--- src/hw/rtl/nds_pkg.sv ---
`timescale 1ns / 1ps
// ----------------------------------------------------------------------------
// nds_pkg
// Shared constants, codes and control bundles of the diffusion step unit.
// ----------------------------------------------------------------------------
package nds_pkg;

   localparam int MAX_WIDTH  = 1024;
   localparam int MAX_HEIGHT = 1024;

   localparam int COL_W     = $clog2(MAX_WIDTH);
   localparam int ROW_W     = $clog2(MAX_HEIGHT);
   localparam int MEM_AW    = COL_W + 1;           // bank bit + column
   localparam int MEM_DEPTH = 2 ** MEM_AW;

   localparam int PIX_W   = 16;
   localparam int WORD_W  = 2 * PIX_W;             // {conductance, level}
   localparam int DIM_W   = 11;
   localparam int STEP_W  = 24;
   localparam int CSR_AW  = 2;
   localparam int CSR_DW  = 24;

   localparam int ACC_W   = 36;                    // sum of four flux terms
   localparam int SPLIT   = 18;                    // low part of sum for step product
   localparam int TOT_W   = 64;
   localparam int FRAC_SH = 32;

   localparam logic [CSR_AW-1:0] CSR_IMAGE_WIDTH  = 2'd0;
   localparam logic [CSR_AW-1:0] CSR_IMAGE_HEIGHT = 2'd1;
   localparam logic [CSR_AW-1:0] CSR_STEP_SIZE    = 2'd2;

   localparam logic [1:0] TERM_LEFT  = 2'd0;
   localparam logic [1:0] TERM_RIGHT = 2'd1;
   localparam logic [1:0] TERM_UP    = 2'd2;
   localparam logic [1:0] TERM_DOWN  = 2'd3;

   typedef struct packed {
      logic              rd_en;
      logic [MEM_AW-1:0] rd_addr_a;
      logic [MEM_AW-1:0] rd_addr_b;
      logic              wr_en;
      logic [MEM_AW-1:0] wr_addr;
   } nds_mem_cmd_type;

   typedef struct packed {
      logic       capture_input;
      logic       capture_center;
      logic       mac_en;
      logic [1:0] term;
      logic       term_en;
      logic       mul_lo;
      logic       mul_hi;
      logic       finish;
      logic       out_load;
      logic       out_last;
      logic       clear;
   } nds_dp_cmd_type;

endpackage

--- src/hw/rtl/nds_datapath.sv ---
`timescale 1ns / 1ps
// ----------------------------------------------------------------------------
// nds_datapath
// Flux multiply-accumulate, step product, rounding/saturation, result word.
// ----------------------------------------------------------------------------
module nds_datapath import nds_pkg::*; (
   input  logic                clock,
   input  logic [WORD_W-1:0]   req_tdata,
   input  logic [STEP_W-1:0]   step_size,
   input  nds_dp_cmd_type      dp_cmd,
   input  logic [WORD_W-1:0]   rd_data_a,
   input  logic [WORD_W-1:0]   rd_data_b,
   output logic [WORD_W-1:0]   wr_data,
   output logic [PIX_W-1:0]    rsp_tdata,
   output logic                rsp_tlast
);

   logic [PIX_W-1:0]          lin_ff, cin_ff;
   logic [PIX_W-1:0]          lh_ff, ch_ff;
   logic [WORD_W-1:0]         up_ff;
   logic signed [ACC_W-1:0]   acc_ff, acc_in;
   logic signed [TOT_W-1:0]   tot_ff, tot_in;
   logic [PIX_W-1:0]          res_ff, res_in;
   logic [PIX_W-1:0]          out_level_ff;
   logic                      out_last_ff;

   logic [WORD_W-1:0]         nb_word;
   logic [PIX_W:0]            csum;
   logic signed [PIX_W:0]     diff;
   logic signed [2*PIX_W+2:0] prod;

   logic [SPLIT-1:0]                 s_lo;
   logic signed [ACC_W-SPLIT-1:0]    s_hi;
   logic [SPLIT+STEP_W-1:0]          prod_lo;
   logic signed [ACC_W-SPLIT+STEP_W:0] prod_hi;
   logic [TOT_W-1:0]                 base_word;

   always_comb begin
      unique case (dp_cmd.term)
         TERM_LEFT:  nb_word = rd_data_a;
         TERM_RIGHT: nb_word = rd_data_b;
         TERM_UP:    nb_word = up_ff;
         TERM_DOWN:  nb_word = {cin_ff, lin_ff};
      endcase
   end

   assign csum = {1'b0, ch_ff} + {1'b0, nb_word[WORD_W-1:PIX_W]};
   assign diff = $signed({1'b0, nb_word[PIX_W-1:0]}) - $signed({1'b0, lh_ff});
   assign prod = $signed({1'b0, csum}) * diff;

   always_comb begin
      acc_in = acc_ff;
      if (dp_cmd.capture_input) begin
         acc_in = '0;
      end else if (dp_cmd.mac_en && dp_cmd.term_en) begin
         acc_in = acc_ff + ACC_W'(prod);
      end
   end

   // sum * step split in two partial products
   assign s_lo      = acc_ff[SPLIT-1:0];
   assign s_hi      = $signed(acc_ff[ACC_W-1:SPLIT]);
   assign prod_lo   = s_lo * step_size;
   assign prod_hi   = s_hi * $signed({1'b0, step_size});
   // level in the integer part, plus half an output LSB for rounding
   assign base_word = TOT_W'({lh_ff, {FRAC_SH{1'b0}}}) | (TOT_W'(1) << (FRAC_SH - 1));

   always_comb begin
      tot_in = tot_ff;
      if (dp_cmd.mul_lo) begin
         tot_in = $signed(base_word) + $signed(TOT_W'(prod_lo));
      end else if (dp_cmd.mul_hi) begin
         tot_in = tot_ff + (TOT_W'(prod_hi) <<< SPLIT);
      end
   end

   always_comb begin
      if (tot_ff[TOT_W-1]) begin
         res_in = '0;
      end else if (|tot_ff[TOT_W-2:FRAC_SH+PIX_W]) begin
         res_in = '1;
      end else begin
         res_in = tot_ff[FRAC_SH+PIX_W-1:FRAC_SH];
      end
   end

   always_ff @(posedge clock) begin
      if (dp_cmd.capture_input) begin
         lin_ff <= req_tdata[PIX_W-1:0];
         cin_ff <= req_tdata[WORD_W-1:PIX_W];
      end
      if (dp_cmd.capture_center) begin
         lh_ff <= rd_data_a[PIX_W-1:0];
         ch_ff <= rd_data_a[WORD_W-1:PIX_W];
         up_ff <= rd_data_b;
      end
      acc_ff <= acc_in;
      tot_ff <= tot_in;
      if (dp_cmd.finish) begin
         res_ff <= res_in;
      end
      if (dp_cmd.out_load) begin
         out_level_ff <= res_ff;
         out_last_ff  <= dp_cmd.out_last;
      end
   end

   assign wr_data   = dp_cmd.clear ? '0 : {cin_ff, lin_ff};
   assign rsp_tdata = out_level_ff;
   assign rsp_tlast = out_last_ff;

endmodule

--- config.mk ---
export PLATFORM = sky130hd
export DESIGN_NAME = nds_datapath
export DESIGN_NICKNAME = d
export VERILOG_FILES = /design/src/hw/rtl/nds_pkg.sv /design/src/hw/rtl/nds_datapath.sv
export SDC_FILE = /design/constraint.sdc
export NUM_CORES = 2
export LEC_CHECK = 0
export ABC_AREA = 1
export BUFFER_PORTS_ARGS = -buffer_cell sky130_fd_sc_hd__buf_2
export CAP_MARGIN = 25
export CORE_MARGIN = 3
export CORE_UTILIZATION = 60
export DETAILED_ROUTE_END_ITERATION = 6
export HOLD_SLACK_MARGIN = 0.12
export PLACE_DENSITY = 0.75
export SETUP_SLACK_MARGIN = 0.5
export SYNTH_ARGS = -nofsm -noshare
export SYNTH_HDL_FRONTEND = slang
export SYNTH_SLANG_ARGS = --single-unit
--- constraint.sdc ---
create_clock -name clock -period 11 [get_ports clock]
set_clock_uncertainty 0.05 [all_clocks]
set_input_delay 1.1 -clock clock [delete_from_list [all_inputs] [get_ports clock]]
set_output_delay 1.1 -clock clock [all_outputs]
set_load 0.05 [all_outputs]
* Word level (Yosys, flattened, before mapping) *
Cells that the tools add are included.

word-level totals
  register bits = 229
  bits in latches = 0
  RAM bits = 0
  bits in read-only memories = 0
  input bits = 133
  output and inout bits = 49
  memories kept = 0

cells by class
  add/subtract/negate cells = 5
  multiply operators = 3
  div/mod/pow operators = 0
  order comparisons = 0
  eq/ne operators = 3
  shift operators = 0
  multiplexer cells = 5
  bitwise operators = 0
  reductions and logical operators = 4

operators with widths
  cell                                                             count
  64-bit two-way mux                                               2
  32-bit case mux with 4 select lines                              1
  64-bit by 61-bit adder with 64-bit output                        1
  48-bit by 42-bit adder with 49-bit output                        1
  18-bit by 25-bit multiplier with 43-bit output                   1
  18-bit by 24-bit multiplier with 42-bit output                   1
  36-bit by 35-bit adder with 36-bit output                        1
  18-bit by 17-bit multiplier with 35-bit output                   1
  32-bit two-way mux                                               1
  16-bit by 16-bit adder with 17-bit output                        1
  16-bit by 16-bit subtractor with 17-bit output                   1
  16-bit two-way mux                                               1
  15-bit OR reduction                                              1
  2-bit == test, second input constant                             2
  2-bit by 1-bit == test with 1-bit output, second input constant  1
  2-bit zero test                                                  1
  2-bit nonzero test                                               1
  1-bit logical AND                                                1

* Longest topological paths before layout *
  depth in word-level cells = 5
  mapped depth = 43
  mapped depth without buffers = 42

* Worst setup path after synthesis *
OpenSTA, ideal clock, no wires.

  path kind = input to register
  start point = input port dp_cmd[8] (netlist bit)
  end point = register acc_ff[32]
  arrival time = 8159 ps
  data required time = 10835 ps
  path slack = 2675 ps
  stages on the path = 37
  cells stage by stage = inv_1 nor2_1 clkbuf_1 buf_1 a21oi_1 nor2_1 ha_1 fa_1 nand3_1 nand3_1 nand2_1 nand2_1 o21ai_2 o21ai_2 a21boi_2 xor2_1 inv_2 nand2_1 fa_1 fa_1 fa_1 inv_1 fa_1 fa_1 inv_1 fa_1 inv_1 ha_1 nand2_1 nor2_1 nand3_1 nand3_1 nand3_1 o21ai_0 nor2_1 o21ai_0 inv_1

on the way
  longest elaborated chain between the ends = 5

ends and longest elaborated chain
  item                                                                                                                line                                    text
  from (decl)                                                                                                         nds_datapath.sv:10                      input nds_dp_cmd_type dp_cmd,
  2-bit == test, or another cell as far along                                                                         nds_datapath.sv:39                      unique case (dp_cmd.term)
  32-bit case mux with 4 select lines *                                                                               nds_datapath.sv:39
  16-bit by 16-bit adder with 17-bit output / 16-bit by 16-bit subtractor with 17-bit output (equally long branches)  nds_datapath.sv:47, nds_datapath.sv:48
  18-bit by 17-bit multiplier with 35-bit output *                                                                    nds_datapath.sv:49                      assign prod = $signed({1'b0, csum}) * diff;
  36-bit by 35-bit adder with 36-bit output *                                                                         nds_datapath.sv:56                      acc_in = acc_ff + ACC_W'(prod);
  to (signal assigned)                                                                                                nds_datapath.sv:97                      acc_ff <= acc_in;
  to (decl)                                                                                                           nds_datapath.sv:21                      logic signed [ACC_W-1:0] acc_ff, acc_in;

Mark *: on every way between the ends. The rest lies on a longest branch, timed or not.
A chain may end at the register's enable or synchronous reset.

* Worst setup path after layout *
  start point = input port dp_cmd[8] (netlist bit)
  end point = register acc_ff[25]

Same word-level chain as after synthesis.

==> qor.csv <==
stage,metric,value,unit
logic_synthesis,synth_edf_count,175,
logic_synthesis,yosys.area_share.simple,17.3,%
clock_network,cts_tree,yes,
setup_path,endpoint_kind,register,
placement,portBuffers,181,
logic_synthesis,synth.net_count,8465,
clock_network,post-cts-setup-buffers,0,
sta,tightest_slew,1130,ps
placement,hpwlAfterDp,135,mm
sta,fin_tns_setup,0,ps
global_route,grt_pass1_vias,46900,
logic_synthesis,syn_area,53300,um2
final_layout,layout-drive-gt1-share,5.11,%
setup_path,r2r_slack,2180,ps
clock_network,clock_latency,600,ps
setup_path,rr_startpoint,acc_ff[21]$_SDFFE_PP0P_,
logic_synthesis,muxShareOfSynthArea,0,%
global_route,grt_start_max_net_pins,65,
final_layout,nFillCells,7768,
setup_path,crit_path_start_kind,primary input,
logic_synthesis,synth_flop_cell,edfxtp_1,
floorplanning,chipHeight,304,um
setup_path,critPathArrivalTime,9820,ps
routing,wl,166,mm
clock_network,cts_inserted_buffers,26,
clock_network,cts_num_sinks,211,
sta,slew_violations,0,
sta,slew_headroom,24.6,%
floorplanning,die_w,304,um
logic_synthesis,yosysSeqAreaShare,11.2,%
setup_path,crit_end,acc_ff[25]$_SDFFE_PP0P_,
job,cap_violations,0,
routing,vias,45500,
worst_hold_path,holdCritPathClass,reg -> reg,
placement,gp_congestion,1.02,
routing,route.antenna.remaining_nets,0,
routing,routed_via_density,5.64,
floorplanning,std_cell_rows,108,
logic_synthesis,synth-async-reset-ratio,0,%
worst_hold_path,hold_path_depth,0,
sta,finalCritPeriodShare,85.2,%
floorplanning,start_util,61.0,%
global_route,track_usage,36.5,%
final_layout,syn2layout_area_growth,5.25,%
outcome,outcome,"complete, no violations",
setup_path,crit_start,dp_cmd[8],
clock_network,clkSlewWorstSetupHoldPaths,70,ps
floorplanning,coreArea,87400,um2
sta,setup_viol,0,
logic_synthesis,synthCells,6869,
clock_network,cts.repair.resized,0,
global_route,grt_pass1_wl,263,mm
sta,fmaxAchievable,107,MHz
logic_synthesis,synth.avg_cell_area,7.76,um2
logic_synthesis,synth-xor-area-share,1.68,%
clock_network,cts-root-buf,clkbuf_16,
routing,avgRoutedWirePerCell,20.6,um
routing,drc,0,
sta,rsz0062_at_grt,no,
clock_network,hold_buffers,0,
global_route,antenna_found_initial,5,
logic_synthesis,yosysUniqueCellTypes,50,
final_layout,finalNonFillerCells,8066,
setup_path,slowest_delay,900,ps
sta,hold_viol_final,0,
routing,drtIter0Drc,4371,
logic_synthesis,ys_seq_elements,211,
setup_path,r2r_cells,31,
setup_path,cp_max_fo,33,
final_layout,nets,8485,
setup_path,slowest_stage,xor2_1,
setup_path,critical-path-top-cell-by-count,fa_1,
routing,drtPass1Iterations,6,
setup_path,required,11450,ps
setup_path,rr_endpoint,tot_ff[56]$_SDFFCE_PP0P_,
logic_synthesis,yosys.area_share.adder,48.1,%
floorplanning,die_area,92500,um2
floorplanning,ios,182,
logic_synthesis,ys_warn_count,0,
logic_synthesis,synth_compound_area_share,7.23,%
clock_network,ctsLongestPathBuffers,3,
logic_synthesis,synth_top_family_by_area,adder cells,
placement,place_inst,8013,
setup_path,path_class,in -> reg,
clock_network,htreeDepth,1,
sta,min_period,9370,ps
global_route,overflow,0,
-- worst max-delay path: cells and delay by family --
family / cells / cell delay, ps
xor gates and xnor gates: 1 / 900
buffers and inverters: 8 / 700
AOI/OAI and AO/OA: 7 / 930
adders and majority gates: 9 / 3950
and+or+nand+nor: 11 / 2240
-- state kept, by name, indices dropped and copies added, names as in the netlist --
| name | cells |
|---|---|
| tot_ff | 46 |
| acc_ff | 36 |
| up_ff | 32 |
| ch_ff | 16 |
| cin_ff | 16 |
| lh_ff | 16 |
| lin_ff | 16 |
| res_ff | 16 |
| rsp_tdata | 16 |
| rsp_tlast | 1 |
-- cell usage after synthesis (4+ instances only) --
library cell	n	area, um2
inv_1	1790	6720
nand2_1	1546	5800
fa_1	975	19500
nor2_1	568	2130
ha_1	488	6110
a21oi_1	293	1470
o21ai_0	250	1250
clkbuf_1	240	901
edfxtp_1	175	5260
nand3_1	129	646
xor2_1	62	543
dfxtp_1	36	721
nor3_1	36	180
a21o_1	31	233
o21bai_1	27	203
nand4_1	24	150
xnor2_1	22	193
a221oi_1	18	158
or2_2	17	106
a31oi_1	16	100
buf_1	13	48.8
nor4_1	13	81.3
a21boi_0	11	82.6
o21a_1	11	82.6
nand3b_1	10	75.1
o211ai_1	8	60.1
buf_2	7	35.0
inv_2	7	26.3
xor2_2	7	114
o21ai_1	5	25.0
clkinv_1	4	15.0
o21ai_2	4	35.0
-- layout by cell type (no fill, tap or decap), drive strengths merged, types with 70 or more instances in the layout --
master  instances
xor2           70
ha            488
inv          1800
a21oi         296
edfxtp        175
fa            975
nor2          568
nand3         129
nand2        1547
o21ai         259
buf           254
-- stage by stage --
stage	util, %	setup slack, ps	instance area, um2	hold slack [ps]
floorplan	-	2680	53300	350
global placement	63.1	1300	55200	351
detailed placement	63.1	1150	55200	357
CTS	64.1	1780	56100	372
global route	64.2	1020	56100	377
finish	64.2	1630	56100	373
-- cells by family after synthesis --
kind of cell,count (synthesis)
AND/OR/NAND/NOR,2347
buffers and inverters,2063
adder cells (fa/ha/maj),1463
AO/OA/AOI/OAI,692
flip-flops,211
XOR/XNOR,93
-- how the worst min path moves through the flow --
stage                                    endpoint  slack, ps                      from
after floorplan            rsp_tdata[0]$_DFFE_PP_        350   res_ff[0]$_SDFFCE_PP0P_
after global placement    rsp_tdata[14]$_DFFE_PP_        350  res_ff[14]$_SDFFCE_PP0P_
after detailed placement  rsp_tdata[15]$_DFFE_PP_        360  res_ff[15]$_SDFFCE_PP0P_
after CTS                 rsp_tdata[15]$_DFFE_PP_        370  res_ff[15]$_SDFFCE_PP0P_
after global routing      rsp_tdata[14]$_DFFE_PP_        380  res_ff[14]$_SDFFCE_PP0P_
final                     rsp_tdata[15]$_DFFE_PP_        370  res_ff[15]$_SDFFCE_PP0P_
-- area by class of cell --
cell class                 instances  area [um2]  area share [%]
multi-input combinational       4595       39600            70.5
clock inverter                    21         216           0.386
inverter                        1801        6760            12.0
antenna                            2        5.00         0.00892
clock buffer                      27         654            1.17
tap                             1155        1450            2.58
sequential                       211        5980            10.7
timing repair buffer             254        1470            2.63
-- metal layers --
metal,vias to the layer above,share of wire (%),GRT usage [%]
met5,-,0.033,0
met3,440,12,9.30
met2,2578,43,55.2
met1,22100,40,50.7
met4,8,4.7,14.2
li1,20400,-,-
Power is left out: the tool's default activity adds up to more than one toggle a clock period on the data nets, which glitch-free logic cannot reach.
