==> src/hw/rtl/nds_pkg.sv <==
`timescale 1ns / 1ps
// ----------------------------------------------------------------------------
// nds_pkg
// Shared constants, codes and control bundles of the diffusion step unit.
// ----------------------------------------------------------------------------
package nds_pkg;

   localparam int MAX_WIDTH  = 1024;
   localparam int MAX_HEIGHT = 1024;

   localparam int COL_W     = $clog2(MAX_WIDTH);
   localparam int ROW_W     = $clog2(MAX_HEIGHT);
   localparam int MEM_AW    = COL_W + 1;           // bank bit + column
   localparam int MEM_DEPTH = 2 ** MEM_AW;

   localparam int PIX_W   = 16;
   localparam int WORD_W  = 2 * PIX_W;             // {conductance, level}
   localparam int DIM_W   = 11;
   localparam int STEP_W  = 24;
   localparam int CSR_AW  = 2;
   localparam int CSR_DW  = 24;

   localparam int ACC_W   = 36;                    // sum of four flux terms
   localparam int SPLIT   = 18;                    // low part of sum for step product
   localparam int TOT_W   = 64;
   localparam int FRAC_SH = 32;

   localparam logic [CSR_AW-1:0] CSR_IMAGE_WIDTH  = 2'd0;
   localparam logic [CSR_AW-1:0] CSR_IMAGE_HEIGHT = 2'd1;
   localparam logic [CSR_AW-1:0] CSR_STEP_SIZE    = 2'd2;

   localparam logic [1:0] TERM_LEFT  = 2'd0;
   localparam logic [1:0] TERM_RIGHT = 2'd1;
   localparam logic [1:0] TERM_UP    = 2'd2;
   localparam logic [1:0] TERM_DOWN  = 2'd3;

   typedef struct packed {
      logic              rd_en;
      logic [MEM_AW-1:0] rd_addr_a;
      logic [MEM_AW-1:0] rd_addr_b;
      logic              wr_en;
      logic [MEM_AW-1:0] wr_addr;
   } nds_mem_cmd_type;

   typedef struct packed {
      logic       capture_input;
      logic       capture_center;
      logic       mac_en;
      logic [1:0] term;
      logic       term_en;
      logic       mul_lo;
      logic       mul_hi;
      logic       finish;
      logic       out_load;
      logic       out_last;
      logic       clear;
   } nds_dp_cmd_type;

endpackage

==> src/hw/rtl/nds_ctrl.sv <==
`timescale 1ns / 1ps
// ----------------------------------------------------------------------------
// nds_ctrl
// Sequencer: clearing pass, raster counters, per-pixel step schedule.
// ----------------------------------------------------------------------------
module nds_ctrl import nds_pkg::*; (
   input  logic               clock,
   input  logic               reset,
   input  logic [DIM_W-1:0]   image_width,
   input  logic [DIM_W-1:0]   image_height,
   input  logic               req_tvalid,
   output logic               req_tready,
   input  logic               rsp_tready,
   output logic               rsp_tvalid,
   output nds_mem_cmd_type    mem_cmd,
   output nds_dp_cmd_type     dp_cmd
);

   localparam logic [3:0] S_CLEAR  = 4'd0;
   localparam logic [3:0] S_IDLE   = 4'd1;
   localparam logic [3:0] S_RD_C   = 4'd2;
   localparam logic [3:0] S_RD_S   = 4'd3;
   localparam logic [3:0] S_MAC_L  = 4'd4;
   localparam logic [3:0] S_MAC_R  = 4'd5;
   localparam logic [3:0] S_MAC_U  = 4'd6;
   localparam logic [3:0] S_MAC_D  = 4'd7;
   localparam logic [3:0] S_MUL_LO = 4'd8;
   localparam logic [3:0] S_MUL_HI = 4'd9;
   localparam logic [3:0] S_FIN    = 4'd10;
   localparam logic [3:0] S_OUT    = 4'd11;

   logic [3:0]        state_ff, state_in;
   logic [COL_W-1:0]  col_ff, col_in;
   logic [ROW_W-1:0]  row_ff, row_in;
   logic              bank_ff, bank_in;
   logic              have_frame_ff, have_frame_in;
   logic [MEM_AW-1:0] clr_ff, clr_in;
   logic [COL_W-1:0]  cur_col_ff, cur_col_in;
   logic [ROW_W-1:0]  cur_row_ff, cur_row_in;
   logic              emit_ff, emit_in;
   logic              col_last_ff, col_last_in;
   logic              row_last_ff, row_last_in;
   logic              frame_last_ff, frame_last_in;
   logic              rsp_valid_ff, rsp_valid_in;

   logic [COL_W-1:0]  wm1, c_sel, col_prev, col_next;
   logic [ROW_W-1:0]  hm1, r_sel;
   logic              emit, has_up, out_free;

   // last column / row index after clamping to [2, MAX]
   always_comb begin
      if (image_width < DIM_W'(2)) begin
         wm1 = COL_W'(1);
      end else if (32'(image_width) > MAX_WIDTH) begin
         wm1 = COL_W'(MAX_WIDTH - 1);
      end else begin
         wm1 = COL_W'(image_width - DIM_W'(1));
      end
      if (image_height < DIM_W'(2)) begin
         hm1 = ROW_W'(1);
      end else if (32'(image_height) > MAX_HEIGHT) begin
         hm1 = ROW_W'(MAX_HEIGHT - 1);
      end else begin
         hm1 = ROW_W'(image_height - DIM_W'(1));
      end
   end

   assign c_sel    = (col_ff <= wm1) ? col_ff : wm1;
   assign r_sel    = (row_ff <= hm1) ? row_ff : hm1;
   assign emit     = (r_sel != '0) || have_frame_ff;
   assign has_up   = (cur_row_ff > ROW_W'(1)) || (cur_row_ff == '0);
   assign col_prev = cur_col_ff - COL_W'(1);
   assign col_next = cur_col_ff + COL_W'(1);
   assign out_free = !rsp_valid_ff || rsp_tready;

   always_comb begin
      state_in      = state_ff;
      col_in        = col_ff;
      row_in        = row_ff;
      bank_in       = bank_ff;
      have_frame_in = have_frame_ff;
      clr_in        = clr_ff;
      cur_col_in    = cur_col_ff;
      cur_row_in    = cur_row_ff;
      emit_in       = emit_ff;
      col_last_in   = col_last_ff;
      row_last_in   = row_last_ff;
      frame_last_in = frame_last_ff;
      mem_cmd       = '0;
      dp_cmd        = '0;
      dp_cmd.out_last = frame_last_ff;

      unique case (state_ff)
         S_CLEAR: begin
            mem_cmd.wr_en   = 1'b1;
            mem_cmd.wr_addr = clr_ff;
            dp_cmd.clear    = 1'b1;
            clr_in          = clr_ff + MEM_AW'(1);
            if (clr_ff == MEM_AW'(MEM_DEPTH - 1)) begin
               state_in = S_IDLE;
            end
         end
         S_IDLE: begin
            if (req_tvalid) begin
               dp_cmd.capture_input = 1'b1;
               cur_col_in    = c_sel;
               cur_row_in    = r_sel;
               emit_in       = emit;
               col_last_in   = (c_sel == wm1);
               row_last_in   = (r_sel == hm1);
               frame_last_in = (r_sel == '0) && (c_sel == wm1);
               state_in      = emit ? S_RD_C : S_FIN;
            end
         end
         S_RD_C: begin
            mem_cmd.rd_en     = 1'b1;
            mem_cmd.rd_addr_a = {~bank_ff, cur_col_ff};   // row r-1, center
            mem_cmd.rd_addr_b = {bank_ff, cur_col_ff};    // row r-2, above
            state_in          = S_RD_S;
         end
         S_RD_S: begin
            dp_cmd.capture_center = 1'b1;
            mem_cmd.rd_en     = 1'b1;
            mem_cmd.rd_addr_a = {~bank_ff, col_prev};
            mem_cmd.rd_addr_b = {~bank_ff, col_next};
            state_in          = S_MAC_L;
         end
         S_MAC_L: begin
            dp_cmd.mac_en  = 1'b1;
            dp_cmd.term    = TERM_LEFT;
            dp_cmd.term_en = (cur_col_ff != '0);
            state_in       = S_MAC_R;
         end
         S_MAC_R: begin
            dp_cmd.mac_en  = 1'b1;
            dp_cmd.term    = TERM_RIGHT;
            dp_cmd.term_en = !col_last_ff;
            state_in       = S_MAC_U;
         end
         S_MAC_U: begin
            dp_cmd.mac_en  = 1'b1;
            dp_cmd.term    = TERM_UP;
            dp_cmd.term_en = has_up;
            state_in       = S_MAC_D;
         end
         S_MAC_D: begin
            dp_cmd.mac_en  = 1'b1;
            dp_cmd.term    = TERM_DOWN;
            dp_cmd.term_en = (cur_row_ff != '0);
            state_in       = S_MUL_LO;
         end
         S_MUL_LO: begin
            dp_cmd.mul_lo = 1'b1;
            state_in      = S_MUL_HI;
         end
         S_MUL_HI: begin
            dp_cmd.mul_hi = 1'b1;
            state_in      = S_FIN;
         end
         S_FIN: begin
            dp_cmd.finish   = 1'b1;
            mem_cmd.wr_en   = 1'b1;
            mem_cmd.wr_addr = {bank_ff, cur_col_ff};
            if (col_last_ff) begin
               col_in  = '0;
               bank_in = ~bank_ff;
               if (row_last_ff) begin
                  row_in        = '0;
                  have_frame_in = 1'b1;
               end else begin
                  row_in = cur_row_ff + ROW_W'(1);
               end
            end else begin
               col_in = col_next;
               row_in = cur_row_ff;
            end
            state_in = emit_ff ? S_OUT : S_IDLE;
         end
         S_OUT: begin
            if (out_free) begin
               dp_cmd.out_load = 1'b1;
               state_in        = S_IDLE;
            end
         end
         default: begin
            state_in = S_IDLE;
         end
      endcase
   end

   always_comb begin
      if (dp_cmd.out_load) begin
         rsp_valid_in = 1'b1;
      end else if (rsp_tready) begin
         rsp_valid_in = 1'b0;
      end else begin
         rsp_valid_in = rsp_valid_ff;
      end
   end

   always_ff @(posedge clock) begin
      if (reset) begin
         state_ff      <= S_CLEAR;
         col_ff        <= '0;
         row_ff        <= '0;
         bank_ff       <= 1'b0;
         have_frame_ff <= 1'b0;
         clr_ff        <= '0;
         rsp_valid_ff  <= 1'b0;
      end else begin
         state_ff      <= state_in;
         col_ff        <= col_in;
         row_ff        <= row_in;
         bank_ff       <= bank_in;
         have_frame_ff <= have_frame_in;
         clr_ff        <= clr_in;
         rsp_valid_ff  <= rsp_valid_in;
      end
   end

   always_ff @(posedge clock) begin
      cur_col_ff    <= cur_col_in;
      cur_row_ff    <= cur_row_in;
      emit_ff       <= emit_in;
      col_last_ff   <= col_last_in;
      row_last_ff   <= row_last_in;
      frame_last_ff <= frame_last_in;
   end

   assign req_tready = (state_ff == S_IDLE);
   assign rsp_tvalid = rsp_valid_ff;

   a_rsp_from_out: assert property (@(posedge clock) disable iff (reset)
      $rose(rsp_valid_ff) |-> $past(state_ff) == S_OUT)
      else $error("result word raised outside output state");

   a_hold_stalled: assert property (@(posedge clock) disable iff (reset)
      (state_ff == S_OUT && rsp_valid_ff && !rsp_tready) |=> state_ff == S_OUT)
      else $error("pending result overwritten while stalled");

   a_frame_sticky: assert property (@(posedge clock) disable iff (reset)
      have_frame_ff |=> have_frame_ff)
      else $error("frame-seen flag dropped");

   a_no_emit_skip: assert property (@(posedge clock) disable iff (reset)
      (state_ff == S_IDLE && req_tvalid && !emit) |=> state_ff == S_FIN)
      else $error("pixel without result did not go straight to store");

endmodule

==> config.mk <==
export PLATFORM = sky130hd
export DESIGN_NAME = nds_ctrl
export DESIGN_NICKNAME = d
export VERILOG_FILES = /design/src/hw/rtl/nds_pkg.sv /design/src/hw/rtl/nds_ctrl.sv
export SDC_FILE = /design/constraint.sdc
export NUM_CORES = 1
export LEC_CHECK = 0
export ABC_AREA = 0
export BUFFER_PORTS_ARGS = -buffer_cell sky130_fd_sc_hd__buf_2
export CAP_MARGIN = 15
export CORE_ASPECT_RATIO = 1.2
export CORE_UTILIZATION = 40
export CTS_CLUSTER_SIZE = 10
export DETAILED_ROUTE_END_ITERATION = 7
export PLACE_DENSITY = 0.7
export SYNTH_ARGS = -nofsm -noshare
export SYNTH_HDL_FRONTEND = slang
export SYNTH_SLANG_ARGS = --single-unit
==> constraint.sdc <==
create_clock -name clock -period 3.8 [get_ports clock]
set_input_delay 0.19 -clock clock [delete_from_list [all_inputs] [get_ports clock]]
set_output_delay 0.19 -clock clock [all_outputs]
set_load 0.05 [all_outputs]
After elaboration in Yosys (flattened, before gate mapping)
Cells that the tools add are included.
{"block": "word_totals", "input_bits": 26, "wordCells": 90, "output_inout_bits": 49, "register_bits": 62}
{"block": "classes", "bitwise_logic": 1, "mux": 29, "add_sub_neg": 6, "n_eq_ne": 17, "n_lt_le_gt_ge": 7, "n_reduce_logical": 17}
{"op": "2-to-1 mux 10 bit", "n": 9}
{"op": "one-hot mux 4 bit (12 select lines)", "n": 1}
{"op": "one-hot mux 23 bit (2 select lines)", "n": 1}
{"op": "nonzero test 10 bit", "n": 3}
{"op": "subtractor 10 x 1 -> 10 bit (second input constant)", "n": 3}
{"op": "one-hot mux 12 bit (2 select lines)", "n": 1}
{"op": "> comparator 11 bit (second input constant)", "n": 2}
{"op": "< comparator 11 x 2 -> 1 bit (second input constant)", "n": 2}
{"op": "adder 10 x 1 -> 10 bit (second input constant)", "n": 2}
{"op": "equality test 10 bit", "n": 2}
{"op": "less-or-equal comparator 10 bit", "n": 2}
{"op": "zero test 10 bit", "n": 2}
{"op": "2-to-1 mux 4 bit", "n": 5}
{"op": "equality test 4 x 3 -> 1 bit (second input constant)", "n": 4}
{"op": "equality test 4 bit (second input constant)", "n": 4}
{"op": "one-hot mux 4 bit (4 select lines)", "n": 1}
{"op": "adder 11 x 1 -> 11 bit (second input constant)", "n": 1}
{"op": "equality test 11 bit (second input constant)", "n": 1}
{"op": "2-to-1 mux 1 bit", "n": 11}
{"op": "> comparator 10 x 1 -> 1 bit (second input constant)", "n": 1}
{"op": "equality test 4 x 2 -> 1 bit (second input constant)", "n": 2}
{"op": "!= test 2 bit (second input constant)", "n": 3}
{"op": "AND reduction 3 bit", "n": 2}
{"op": "equality test 4 x 1 -> 1 bit (second input constant)", "n": 1}
{"op": "7 further kinds", "n": 11}

Depth between registers and ports, before layout
{"block": "logic_depth", "ltp_word": 10, "mapped_depth": 16, "ltp_nobuf": 15}

Worst setup path before layout
No wires, ideal clock.
{"block": "synth_timing", "kind": "input port to flip-flop", "from": "input image_width[0]", "to": "register cur_col_ff[3] (data pin)", "n_path_buf": 1, "cell_stages": 14, "slack_ns": 0.463, "required_time_ns": 3.527, "setup_time_ns": 0.273, "arrival_ns": 3.063, "cell_sequence": "inv_1 -> ha_1 -> or4b_1 -> or4b_2 -> nand3_1 -> nand2b_1 -> ha_1 -> nand4_1 -> nor2_1 -> a21oi_1 -> o211a_1 -> a31oi_1 -> clkbuf_1 -> mux2i_1"}
{"block": "synth_between", "elab_chain_cells": 5, "elab_cells_between_ends": 7, "cone_classes": "1 x add/sub; 3 x order compare; 3 x mux"}
{"item": "from (decl)", "line": "nds_ctrl.sv:9", "source": "input logic [DIM_W-1:0] image_width,"}
{"item": "subtractor 10 x 1 -> 10 bit or > comparator 11 bit (tied branches)", "line": "nds_ctrl.sv:57, nds_ctrl.sv:54"}
{"item": "2-to-1 mux 10 bit", "line": "nds_ctrl.sv:54", "source": "end else if (32'(image_width) > MAX_WIDTH) begin"}
{"item": "2-to-1 mux 10 bit *", "line": "nds_ctrl.sv:52", "source": "if (image_width < DIM_W'(2)) begin"}
{"item": "less-or-equal comparator 10 bit", "line": "nds_ctrl.sv:68", "source": "assign c_sel = (col_ff <= wm1) ? col_ff : wm1;"}
{"item": "2-to-1 mux 10 bit *", "line": "nds_ctrl.sv:68"}
{"item": "named net c_sel[3]", "line": "nds_ctrl.sv:46", "source": "logic [COL_W-1:0] wm1, c_sel, col_prev, col_next;"}
{"item": "to (signal assigned)", "line": "nds_ctrl.sv:222", "source": "cur_col_ff <= cur_col_in;"}
{"item": "to (decl)", "line": "nds_ctrl.sv:38", "source": "logic [COL_W-1:0] cur_col_ff, cur_col_in;"}
The timed path passes the listed nets; every way through them passes the cells marked *.
A chain may end at the register's enable or synchronous reset.

Worst setup path after layout
{"block": "layout_timing", "from": "input image_width[0]", "to": "register cur_col_ff[2] (data pin)"}
Same word-level chain as after synthesis.

==> results.sh <==
export IMPL_cp_num_buf_inv=2
export IMPL_clock_power_share_pct=46.7
export IMPL_dieHeight_um=124
export IMPL_cts_clk_slew_worst_paths_ns=0.05
export IMPL_ff2ff_setup_slack_ns=1.40
export IMPL_grt_pass1_wl_mm=21.0
export IMPL_tightestPinTransition_ns=0.952
export IMPL_static_leakage_power_nw=2.38
export IMPL_switching_share_pct=24.8
export IMPL_drtPass1Iterations=5
export IMPL_grt_max_degree=39
export IMPL_synth_cell_types=62
export IMPL_maxClockFrequency_mhz=297
export IMPL_synth_enable_flop_cells=24
export IMPL_overflow=0
export IMPL_asyncSetResetFlopFracSynth_pct=0
export IMPL_number_of_instances_in_the_synthesized_netlist=622
export IMPL_report_final_hold_viol_count=0
export IMPL_gp_congestion=0.896
export IMPL_post_route_util_pct=47.1
export IMPL_synthesis_area_per_instance_um2=8.00
export IMPL_clock_root_buffer="clkbuf_16"
export IMPL_critPathMaxStageDelay_ns=0.63
export IMPL_clock_tree_htree_level_count=3
export IMPL_fin_setup_tns_ns=0
export IMPL_hold_path_startpoint="rsp_tready"
export IMPL_cp_slowest_cell="or4b_2"
export IMPL_antenna_diode_count=0
export IMPL_comb_power_share_pct=9.2
export IMPL_timing_clock_skew_ns=0.00456
export IMPL_grt_util_all_layers_pct=20.1
export IMPL_power_switching_uw=389
export IMPL_critical_path_fanout_max=7
export IMPL_status="completed"
export IMPL_cp_top_family="simple AND/OR/NAND/NOR gates"
export IMPL_unrepaired_setup_endpoints_after_global_routing="false"
export IMPL_ctsHoldBuffers=0
export IMPL_vdd_drop_max_mv=0.200
export IMPL_synth_fp_nets=677
export IMPL_drc_errors=0
export IMPL_share_seq_of_total_power_pct=44.2
export IMPL_synth_yosys_warnings=0
export IMPL_synth_seq_area_share_pct=29.8
export IMPL_power_density_mw_per_mm2=275
export IMPL_clock_latency_ns=0.33
export IMPL_whs_path_depth=3
export IMPL_timing_slew_headroom_pct=36.0
export IMPL_hp_class="input port to flip-flop"
export IMPL_nets=730
export IMPL_worst_hold_slack_ns=0.259
export IMPL_internal_power_mw=1.18
export IMPL_rr_worst_depth=7
export IMPL_io_pins=75
export IMPL_core_area_mm2=0.0121
export IMPL_hold_end="rsp_tvalid$_SDFFE_PP0P_"
export IMPL_ant_nets=0
export IMPL_dpl_cell_count=825
export IMPL_dieArea_mm2=0.0129
export IMPL_vias=4713
export IMPL_layout_overhead_on_the_synthesized_area_pct=14.7
export IMPL_ys_ff_latch=62
export IMPL_number_of_antenna_violations_at_the_first_check_in_global_routing=0
export IMPL_grt_pass1_vias=4327
export IMPL_report_final_slew_viol_count=0
export IMPL_ratio_of_cells_with_drive_above_1_in_the_final_layout_pct=17.6
export IMPL_total_power_mw=1.57
export IMPL_timing_critical_path_cells="buf_2 > inv_1 > ha_1 > or4b_1 > or4b_2 > nand3_1 > nand2b_1 > ha_1 > nand4_1 > nor2_1 > a21oi_1 > o211a_1 > a31oi_1 > mux2_2"
export IMPL_launching_point_of_the_worst_reg2reg_path="state_ff[0]$_SDFFE_PP0P_"
export IMPL_detailedPlacementHpwl_mm=9.89
export IMPL_timing_final_crit_share_pct=88.6
export IMPL_post_cts_setup_buffer_count=0
export IMPL_cp_data_arrival_time_ns=3.44
export IMPL_cell_with_the_most_instances_on_the_worst_path="ha_1"
export IMPL_drt_first_iter_violations=243
export IMPL_rows=44
export IMPL_ctsResizeCount=0
export IMPL_placement_io_buffers=74
export IMPL_instances_no_fill=841
export IMPL_critical_path_class="input port to flip-flop"
export IMPL_synth_ff_type="dfxtp_1"
export IMPL_critPathLaunchType="input port"
export IMPL_finalSetupViolCount=0
export IMPL_start_util_pct=41.1
export IMPL_drv_cap=0
export IMPL_die_w_um=104
export IMPL_drt_wl_total_mm=12.9
export IMPL_cts_tree="built"
export IMPL_cts_max_path_buffers=2
export IMPL_numCtsBuffers=9
export IMPL_worstPathRequired_ns=3.87
export IMPL_viasPerCell=5.60
export IMPL_fillerInstances=1185
export IMPL_mappedNetlistArea_mm2=0.00498
export IMPL_r2r_end="bank_ff$_SDFFE_PP0P_"
export IMPL_period_needed_ns=3.37
export IMPL_wire_per_inst_um=15.3
export IMPL_tritoncts_num_sinks=62
export IMPL_end_kind="flip-flop"
## state kept, by name (all words and copies together) (netlist names), 4 cells and up
signal	cells
cur_row_ff	10
state_ff	4
row_ff	10
cur_col_ff	10
clr_ff	11
col_ff	10
## layer usage
layer	vias up	track usage, %	share of wire, %
li1	2328	-	-
met1	2230	23.6	42
met2	128	37.0	51
met3	27	3.04	4.2
met4	0	7.77	2.3
met5	-	0	0
## worst max path at each step
stage | depth (start not counted) | startpoint | endpoint | slack, ns
2_1_floorplan | 14 | image_width[0] | cur_col_ff[3]$_DFFE_PP_ | 0.46
3_3_place_gp | 14 | image_width[0] | cur_col_ff[2]$_DFFE_PP_ | 0.21
3_5_place_dp | 14 | image_width[0] | cur_col_ff[1]$_DFFE_PP_ | 0.13
4_1_cts | 14 | image_width[0] | cur_col_ff[2]$_DFFE_PP_ | 0.47
5_1_grt | 15 | image_width[0] | cur_col_ff[5]$_DFFE_PP_ | 0.19
6_report | 14 | image_width[0] | cur_col_ff[2]$_DFFE_PP_ | 0.43
## synth_stat cells (10+ instances only)
library cell,instances,share of area [%]
xor2_1,35,6.2
dfxtp_1,38,15
or3_1,10,1.3
nor3_1,19,1.9
ha_1,29,7.3
and3_1,10,1.3
nand3_1,14,1.4
a22oi_1,15,2.3
nor2_1,76,5.7
clkbuf_1,32,2.4
xnor2_1,26,4.6
o21ai_0,34,3.4
a21oi_1,34,3.4
inv_1,34,2.6
nand4_1,12,1.5
nand2_1,45,3.4
nor4_1,12,1.5
edfxtp_1,24,14
## placed cells by master (no fill, tap or decap), types with 10 or more instances in the layout
master / n
nand4_1: 12
a21oi_1: 34
o21ai_0: 33
nor2_1: 76
and3_1: 10
inv_1: 34
xnor2_1: 26
or3_1: 10
buf_2: 74
nand3_1: 14
a22oi_1: 15
xor2_1: 35
nor3_1: 19
edfxtp_1: 24
dfxtp_1: 38
nand2_1: 45
nor4_1: 11
ha_1: 29
## worst register-to-register path, stage by stage, from the launching register on
cell and delay (ns):
dfxtp_1 0.64, inv_1 0.26, nand3_1 0.12, buf_4 0.29, clkinv_1 0.50, nand2_1 0.24, xor2_1 0.16, nor2_1 0.05
## final cells by class
type                            instances  area, um2  area share, %
Multi-Input combinational cell        484       3190           55.8
Sequential cell                        62       1480           26.0
Timing Repair Buffer                   83        438           7.67
Clock buffer                           10        229           4.01
Tap cell                              161        201           3.53
Inverter                               35        131           2.30
Clock inverter                          6       38.8          0.680
## stage by stage
| stage | setup WS (ns) | area [um2] |
|---|---|---|
| after detailed placement | 0.128 | 5440 |
| final | 0.432 | 5710 |
| after CTS | 0.469 | 5710 |
| after global placement | 0.205 | 5440 |
| after global routing | 0.191 | 5710 |
| after floorplan | 0.463 | 4980 |
## logic make-up (layout without fill, tap and decap cells)
family	after synthesis	in the layout	synth area share [%]
XOR/XNOR	61	61	10.7
AND/OR/NAND/NOR	248	248	25.5
flip-flops	62	62	29.8
multiplexers	12	12	2.49
adder cells (fa/ha/maj)	29	29	7.29
AO/OA/AOI/OAI	134	134	17.9
buffers and inverters	76	134	6.31
## power by group through the flow
stage	logic (mW)	registers, mW	clock network, mW
after floorplan	0.0950	0.705	0
final	0.144	0.692	0.731
after global routing	0.160	0.693	0.766
after detailed placement	0.142	0.706	0
after global placement	0.138	0.706	0
after CTS	0.143	0.692	0.740
No activity file was read; power rests on OpenSTA's default activity.
